===== src/design/bmhq_pkg.sv =====
package bmhq_pkg;

    localparam int VALUE_W          = 32;
    localparam int ENTRY_W          = 11;
    localparam int STATUS_W         = 2;
    localparam int DEFAULT_CAPACITY = 1024;
    localparam int RESULT_W         = VALUE_W + ENTRY_W + STATUS_W;
    localparam int M_TDATA_W        = ((RESULT_W + 7) / 8) * 8;
    localparam int PAD_W            = M_TDATA_W - RESULT_W;

    typedef enum logic {
        CMD_INSERT = 1'b0,
        CMD_POP    = 1'b1
    } bmhq_cmd_t;

    typedef enum logic [STATUS_W-1:0] {
        ST_OK    = 2'd0,
        ST_FULL  = 2'd1,
        ST_EMPTY = 2'd2
    } bmhq_status_t;

    // Operation broadcast to every cell; both low leaves the row unchanged.
    typedef struct packed {
        logic ins;
        logic pop;
    } bmhq_op_t;

    // Result word as it leaves on m_tdata, top_value in the lowest bits.
    typedef struct packed {
        logic [PAD_W-1:0]          pad;
        bmhq_status_t              status;
        logic [ENTRY_W-1:0]        entry_count;
        logic signed [VALUE_W-1:0] top_value;
    } bmhq_result_t;

endpackage


===== src/design/bmhq_cell.sv =====
module bmhq_cell
    import bmhq_pkg::*;
#(
    parameter int INDEX = 0,
    parameter int CNT_W = 11
) (
    input  logic                      aclk,
    input  bmhq_op_t                  op,
    input  logic signed [VALUE_W-1:0] new_value,
    input  logic signed [VALUE_W-1:0] prev_value,
    input  logic signed [VALUE_W-1:0] next_value,
    input  logic                      prev_gt,
    input  logic [CNT_W-1:0]          count,
    output logic signed [VALUE_W-1:0] value,
    output logic                      gt
);

    logic signed [VALUE_W-1:0] key_reg;
    logic signed [VALUE_W-1:0] key_next;
    logic                      occupied;

    // The row is kept sorted from the largest key down, so the cells that
    // hold a smaller key than the new one, or nothing, form a suffix.
    assign occupied = CNT_W'(INDEX) < count;
    assign gt       = !occupied || (new_value > key_reg);
    assign value    = key_reg;

    always_comb begin
        key_next = key_reg;
        if (op.pop) begin
            key_next = next_value;
        end else if (op.ins && gt) begin
            key_next = prev_gt ? prev_value : new_value;
        end
    end

    always_ff @(posedge aclk) begin
        key_reg <= key_next;
    end

endmodule


===== config.mk =====
export PLATFORM = sky130hd
export DESIGN_NAME = bmhq_cell
export DESIGN_NICKNAME = d
export VERILOG_FILES = /design/src/design/bmhq_pkg.sv /design/src/design/bmhq_cell.sv
export SDC_FILE = /design/constraint.sdc
export NUM_CORES = 1
export LEC_CHECK = 0
export ABC_AREA = 1
export BUFFER_PORTS_ARGS = -buffer_cell sky130_fd_sc_hd__buf_4
export CAP_MARGIN = 25
export CORE_MARGIN = 4
export CORE_UTILIZATION = 48
export DETAILED_ROUTE_END_ITERATION = 8
export GPL_TIMING_DRIVEN = 0
export PLACE_DENSITY = 0.86
export SYNTH_ARGS = -nofsm -noshare
export SYNTH_HDL_FRONTEND = slang
export SYNTH_SLANG_ARGS = --single-unit

===== constraint.sdc =====
create_clock -name aclk -period 5.3 [get_ports aclk]
set_input_delay 1.06 -clock aclk [delete_from_list [all_inputs] [get_ports aclk]]
set_output_delay 1.06 -clock aclk [all_outputs]
set_load 0.02 [all_outputs]

==> results of run 1 <==
## final cells by class
type                    count  area (um^2)  share of cell area [%]
multi-input cells         240         1340                    35.5
repair buffers            142         1090                    28.9
flip-flops and latches     32          961                    25.5
inverters                  43          161                    4.29
well taps                  70         87.6                    2.33
clock buffers               7         76.3                    2.03
plain buffers              14         52.6                    1.40
clock inverters             1         3.75                  0.0997
## through the flow
| stage | total power, mW | setup slack (ns) |
|---|---|---|
| 5_1_grt | 0.904 | 1.64 |
| 4_1_cts | 0.857 | 1.77 |
| 2_1_floorplan | 0.514 | 2.04 |
| 3_5_place_dp | 0.675 | 1.79 |
| 3_3_place_gp | 0.656 | 1.52 |
| 6_report | 0.851 | 1.79 |
## power by group
| group | internal [mW] | switching, mW |
|---|---|---|
| clock | 0.0915 | 0.0896 |
| combinational | 0.155 | 0.179 |
| sequential | 0.319 | 0.0162 |
## layout by cell type (no fill, tap or decap), drive strengths merged
cell type  count
buf          142
a21oi         78
nand2         74
nor2          42
inv           42
ha            32
edfxtp        32
clkbuf        21
nand3          4
clkinv         2
o21ai          2
o21a           2
nor4           2
nand4          2
a21o           1
nor3           1
## worst paths after layout
check | from | endpoint | slack [ns] | cells past startpoint
setup / recovery | new_value[17] | gt | 1.79 | 14
setup reg to reg | value[23] | value[21] | 2.54 | 13
hold reg to reg | value[31] | value[9] | 1.76 | 7
hold / removal | next_value[17] | value[17] | 1.11 | 3
## per-layer routing
metal / up-vias / share of wire [%] / global-route usage [%]
li1: 1397 / - / -
met1: 1219 / 38 / 26.8
met2: 110 / 52 / 46.1
met3: 10 / 7.6 / 4.48
met4: 0 / 1.8 / 7.26
met5: - / 0 / 0
## critical path: cells and delay by family
family,cells,cell delay [ns]
buffers and inverters,2,0.25
AO/OA/AOI/OAI,1,0.19
AND/OR/NAND/NOR,10,0.64
adder cells (fa/ha/maj),1,0.30
## cells by family after synthesis
family | after synthesis | share of synthesized area (%)
simple gates | 125 | 20.4
compound gates | 83 | 16.8
buf+inv | 57 | 8.52
fa+ha+maj | 32 | 16.0
flops | 32 | 38.3
==> qor.csv, run 1 <==
stage,metric,value,unit
detailed_routing,via count,2736,
synth,top cell type's share of synthesized area,38.3,%
detailed_routing,DR iter-0 viols,149,
critical_path,CP required,4.24,ns
detailed_routing,final wirelength,7920,um
timing,Final setup viols,0,
clocking,Hold Buf Count CTS,0,
placed_design,number of buffers added on ports,141,
floorplanning,Die Wd,80.3,um
synth,Post-synth top cells,"a21oi_1, nand2_1, nor2_1",
synth,Syn Nets,472,
timing,Highest Clock Rate,0.285,GHz
global_route,largest net degree at the start of global routing,19,
critical_path,Startpoint Class,primary input,
critical_path,CP Cell Sequence,buf_4 > ha_1 > nand2_1 > nand2_1 > nand2_1 > nand2_1 > nand2_1 > nand2_1 > a21oi_1 > nand2_1 > nand2_1 > nand3_2 > nand2_2 > buf_4,
synth,syn avg cell area,7.63,um^2
critical_path,CP Data Arrival Time,2.45,ns
global_route,first-pass GRT wire length,12100,um
synth,synth unique cells,20,
power,Leak,1.94,nW
outcome,outcome,"finished, final reports clean",
clocking,H-Tree Depth,2,
detailed_routing,Post-DRT Antenna Nets,0,
timing,slew margin rel.,45.4,%
timing,setup_tns,0,ns
floorplanning,die area,6450,um^2
clocking,post-CTS setup buffer count,0,
clocking,"CTS clk-pin slew, worst paths",0.07,ns
clocking,total CTS buffers,5,
clocking,CTS tree,done,
critical_path,CP max FO,2,
critical_path,Crit. End Element,output port,
floorplanning,core area,5070,um^2
global_route,vias in the first global route,2695,
final_layout,Nets,621,
detailed_routing,drc violations,0,
timing,final hold vios,0,
detailed_routing,DR pass1 iterations,4,
global_route,GRT overflow,0,
timing,minimum clock period,3.51,ns
placed_design,dpl cell area,3680,um^2
final_layout,diode count,0,
synth,largest cells by area after synthesis,"edfxtp_1, ha_1, a21oi_1",
synth,ys flop type,edfxtp_1,
clocking,clock sinks,32,
timing,RSZ-0062 raised after global routing,false,
timing,WHS,1.11,ns
final_layout,Area Overhead vs Synth,50.0,%
final_layout,post-layout util,74.2,%
critical_path,most frequent CP cell,nand2_1,
timing,Final Slew Violations,0,
synth,most frequent cell after synthesis,a21oi_1,
clocking,clk buf depth,2,
power,Power Dens Cells,226,nW/um^2
global_route,Global Route Usage Sum,24.2,%
placed_design,DPL Wire Length,6520,um
synth,number of synthesized flops with an enable pin,32,
synth,ys async rst share,0,%
clocking,clk_lat worst skew,0.27,ns
timing,final worst path period share,66.2,%
flow_run,total of max-cap violations,0,
final_layout,Filler Cell Count,414,
synth,cell count after synthesis,329,
clocking,CTS root buffer,clkbuf_8,
final_layout,design area,3760,um^2
floorplanning,IO Count,144,
synth,Syn. warnings,0,
clocking,post-CTS sizing,0,
placed_design,RePlAce Congestion,0.793,
global_route,initial antenna violation count,0,
detailed_routing,mean routed wirelength per cell,14.4,um
power,Worst VDD drop,0.000152,V
critical_path,Setup CP Type,primary input to output port,
floorplanning,Starting Density,49.5,%
synth,"Seq/Total Area, Yosys",38.3,%
critical_path,slowest CP cell,ha_1,
final_layout,max reg flops,32,
final_layout,layout cells sized above 1,33.4,%
placed_design,placed cell count,541,
floorplanning,die span in y,80.3,um
floorplanning,Core Rows,26,
critical_path,CP max stage delay,0.30,ns
final_layout,fin cells,549,
timing,Fin Clk Skew,0.00676,ns
detailed_routing,number of vias per cell,4.98,
timing,Slew @ Worst Pin,0.817,ns
synth,biggest area consumer among synthesized cells,edfxtp_1,
hold_path,Worst Hold Class,primary input to flip-flop,
synth,Mapped Area,2510,um^2
synth,"flops & latches, synth",32,
(Power assumes the default switching activity.)
==> inputs of run 2 (changes only) <==
--- a/config.mk
+++ b/config.mk
@@ -5,14 +5,14 @@
 export SDC_FILE = /design/constraint.sdc
 export NUM_CORES = 1
 export LEC_CHECK = 0
-export ABC_AREA = 1
+export ABC_AREA = 0
 export BUFFER_PORTS_ARGS = -buffer_cell sky130_fd_sc_hd__buf_4
 export CAP_MARGIN = 25
 export CORE_MARGIN = 4
-export CORE_UTILIZATION = 48
+export CORE_UTILIZATION = 40
 export DETAILED_ROUTE_END_ITERATION = 8
 export GPL_TIMING_DRIVEN = 0
-export PLACE_DENSITY = 0.86
+export PLACE_DENSITY = 0.77
 export SYNTH_ARGS = -nofsm -noshare
 export SYNTH_HDL_FRONTEND = slang
 export SYNTH_SLANG_ARGS = --single-unit
==> constraint.sdc (replaced) <==
create_clock -name aclk -period 3 [get_ports aclk]
set_input_delay 0.6 -clock aclk [delete_from_list [all_inputs] [get_ports aclk]]
set_output_delay 0.6 -clock aclk [all_outputs]
set_load 0.02 [all_outputs]
==> run 2 against run 1 <==
Effect of this change: area after synthesis fell by 0.50%; synthesized cell count is 20% lower; non-clock buffer count fell by 3; combinational power rose by 71%; sequential share of layout area fell by 0.14 points; largest cell class unchanged.
==> qor.csv, run 2 <==
stage,metric,value,unit,change
synth,most frequent cell after synthesis,nand2_1,,
synth,biggest area consumer among synthesized cells,edfxtp_1,,
placed_design,Setup Slack @ Placement,-0.0436,ns,-1.83 ns
timing,Highest Clock Rate,0.352,GHz,
synth,Syn. warnings,0,,unchanged
timing,slack of the critical path,0.158,ns,-1.63 ns
critical_path,Setup CP Type,primary input to output port,,
synth,cell count after synthesis,263,,-20%
synth,mux contribution to synthesized area,12.8,%,+13 points
outcome,outcome,"finished, final reports clean",,
synth,largest cells by area after synthesis,"edfxtp_1, ha_1, mux2i_1",,
final_layout,layout cells sized above 1,38.3,%,+4.9 points
critical_path,slowest CP cell,nor4_4,,
synth,simple-gate portion of the synthesized area,11.5,%,-8.9 points
detailed_routing,DR pass1 iterations,4,,unchanged
global_route,first-pass GRT wire length,11600,um,-3.9%
critical_path,Startpoint Class,primary input,,
synth,Mapped Area,2500,um^2,-0.50%
power,Worst VDD drop,0.000207,V,+36%
critical_path,FF-to-FF End,value[21],,
synth,Syn Nets,406,,-14%
detailed_routing,Post-DRT Antenna Nets,0,,unchanged
critical_path,Crit. End Element,output port,,
detailed_routing,final wirelength,7510,um,-5.2%
critical_path,CP max FO,3,,+1
power,Tot Pwr,1.49,mW,+75%
detailed_routing,drc violations,0,,unchanged
timing,Final setup viols,0,,unchanged
critical_path,most frequent CP cell,buf_4,,
clocking,"CTS clk-pin slew, worst paths",0.08,ns,about the same
critical_path,Reg2Reg Depth,8,,-5
placed_design,RePlAce Congestion,0.807,,+1.8%
global_route,initial antenna violation count,0,,unchanged
timing,final hold vios,0,,unchanged
power,Power Dens Cells,392,nW/um^2,+74%
critical_path,crit path to,gt,,
floorplanning,IO Count,144,,unchanged
global_route,GRT overflow,0,,unchanged
synth,Post-synth top cells,"nand2_1, o21ai_0, inv_1",,
timing,slew margin rel.,62.3,%,+17 points
flow_run,total of max-cap violations,0,,unchanged
synth,Adder-Cell Fraction of Synth Area,16.0,%,+0.080 points
synth,synth unique cells,28,,+40%
critical_path,CP Cell Sequence,buf_4 > ha_1 > nand4_2 > nor4_4 > a211oi_2 > o211a_1 > o21ai_1 > buf_4,,
hold_path,Worst Hold Class,primary input to flip-flop,,
critical_path,r2r setup slk,0.36,ns,-2.18 ns
global_route,Global Route Usage Sum,19.6,%,-4.5 points
synth,syn avg cell area,9.50,um^2,+24%
synth,ys async rst share,0,%,unchanged
timing,final worst path period share,94.7,%,
detailed_routing,via count,2471,,-9.7%
floorplanning,Die Wd,87.0,um,+8.3%
global_route,largest net degree at the start of global routing,20,,+1
synth,"flops & latches, synth",32,,unchanged
timing,Final Slew Violations,0,,unchanged
synth,xor-xnor portion of the synthesized cell area,0,%,unchanged
final_layout,Nets,555,,-11%
detailed_routing,DR iter-0 viols,90,,-40%
timing,Slew @ Worst Pin,0.563,ns,-0.254 ns
floorplanning,Starting Density,41.7,%,-7.8 points
hold_path,Hold Path Cell Cnt,3,,unchanged
clocking,CTS tree,done,,
synth,number of synthesized flops with an enable pin,32,,unchanged
floorplanning,core area,5990,um^2,+18%
clocking,post-CTS setup buffer count,0,,unchanged
clocking,total CTS buffers,5,,unchanged
critical_path,CP required,2.40,ns,-1.84 ns
detailed_routing,number of vias per cell,5.06,,+1.6%
timing,Fin Clk Skew,0.0114,ns,+0.00464 ns
critical_path,CP max stage delay,0.35,ns,+0.05 ns
floorplanning,die area,7570,um^2,+17%
final_layout,diode count,0,,unchanged
final_layout,max reg flops,32,,unchanged
final_layout,post-layout util,63.2,%,-11 points
synth,top cell type's share of synthesized area,38.5,%,+0.19 points
floorplanning,Core Rows,28,,+7.7%
synth,main combinational cell family by area after synthesis,adder cells,,
timing,minimum clock period,2.84,ns,
power,Leak,1.93,nW,-0.58%
clocking,clk buf depth,2,,unchanged
synth,area fraction in compound gates after synthesis,14.2,%,-2.6 points
synth,ys flop type,edfxtp_1,,
clocking,H-Tree Depth,2,,unchanged
detailed_routing,mean routed wirelength per cell,15.4,um,+6.6%
floorplanning,die span in y,87.0,um,+8.3%
clocking,clk_lat worst skew,0.28,ns,about the same
placed_design,number of buffers added on ports,141,,unchanged
critical_path,CP startpoint,new_value[14],,
global_route,vias in the first global route,2512,,-6.8%
critical_path,FF-to-FF Start,value[13],,
placed_design,DPL Wire Length,6350,um,-2.5%
final_layout,"commonest cells after routing, fill and taps aside","buf_4, nand2_1, o21ai_0, inv_1",,
synth,"Seq/Total Area, Yosys",38.5,%,+0.19 points
final_layout,"most common cell after layout, fill and taps aside",buf_4,,
timing,RSZ-0062 raised after global routing,false,,
final_layout,Area Overhead vs Synth,51.6,%,
critical_path,CP Data Arrival Time,2.24,ns,-0.21 ns
clocking,CTS root buffer,clkbuf_8,,
clocking,clock sinks,32,,unchanged
## run 2: cell types whose count changed after synthesis, sizes merged, moves of 8 or more
cell,change
nor2,-40
a21oi,-65
mux2i,+32
inv,-8
o21ai,+35
nand2,-36
## run 2: worst min path at each step
stage	start	to	slack, ns
after global routing	next_value[5]	value[5]	0.60
final	next_value[6]	value[6]	0.60
after floorplan	next_value[29]	value[29]	0.79
after detailed placement	next_value[27]	value[27]	0.88
after global placement	next_value[29]	value[29]	0.88
after CTS	next_value[26]	value[26]	0.59
## run 2: repair_timing
item	CTS	global route
setup endpoints to repair	0	1
hold buffers	0	0
gates resized for setup	0	2
## run 2: metrics by stage
stage | setup TNS [ns] | cell area [um^2] | hold WS [ns] | instances
after floorplan | 0 | 2500 | 0.787 | 263
after detailed placement | -0.815 | 3690 | 0.883 | 480
after global placement | -20.98 | 3650 | 0.877 | 479
after CTS | 0 | 3770 | 0.592 | 488
after global routing | 0 | 3780 | 0.598 | 488
final | 0 | 3780 | 0.598 | 488
## run 2: routing by layer
metal | share of wire (%) | global-route usage [%] | vias to the layer above
met4 | 1.4 | 5.24 | 0
met5 | 0 | 0 | -
met1 | 40 | 22.7 | 1137
met2 | 52 | 36.4 | 86
met3 | 6.6 | 3.97 | 6
li1 | - | - | 1242
## run 2: kinds of logic after synthesis
kind of cell             after synthesis
AO/OA/AOI/OAI                         62
adder cells (fa/ha/maj)               32
buffers and inverters                 45
flip-flops                            32
multiplexers                          32
AND/OR/NAND/NOR                       60
## run 2: layout make-up
| cell class | instances | area (um^2) |
|---|---|---|
| timing repair buffer | 142 | 1090 |
| clock buffer | 5 | 68.8 |
| buffer | 11 | 45.0 |
| multi-input combinational | 186 | 1390 |
| inverter | 34 | 128 |
| sequential | 32 | 961 |
| clock inverter | 3 | 13.8 |
| fill | 525 | 2210 |
| tap | 75 | 93.8 |
## run 2: worst max-delay path: cells and delay by family
family,cells,cell delay [ns]
buf+inv,2,0.28
fa+ha+maj,1,0.29
compound gates,3,0.54
simple gates,2,0.53
## run 2: power by group
group | switching (mW) | internal, mW
Sequential | 0.0274 | 0.562
Combinational | 0.293 | 0.278
Clock | 0.168 | 0.158
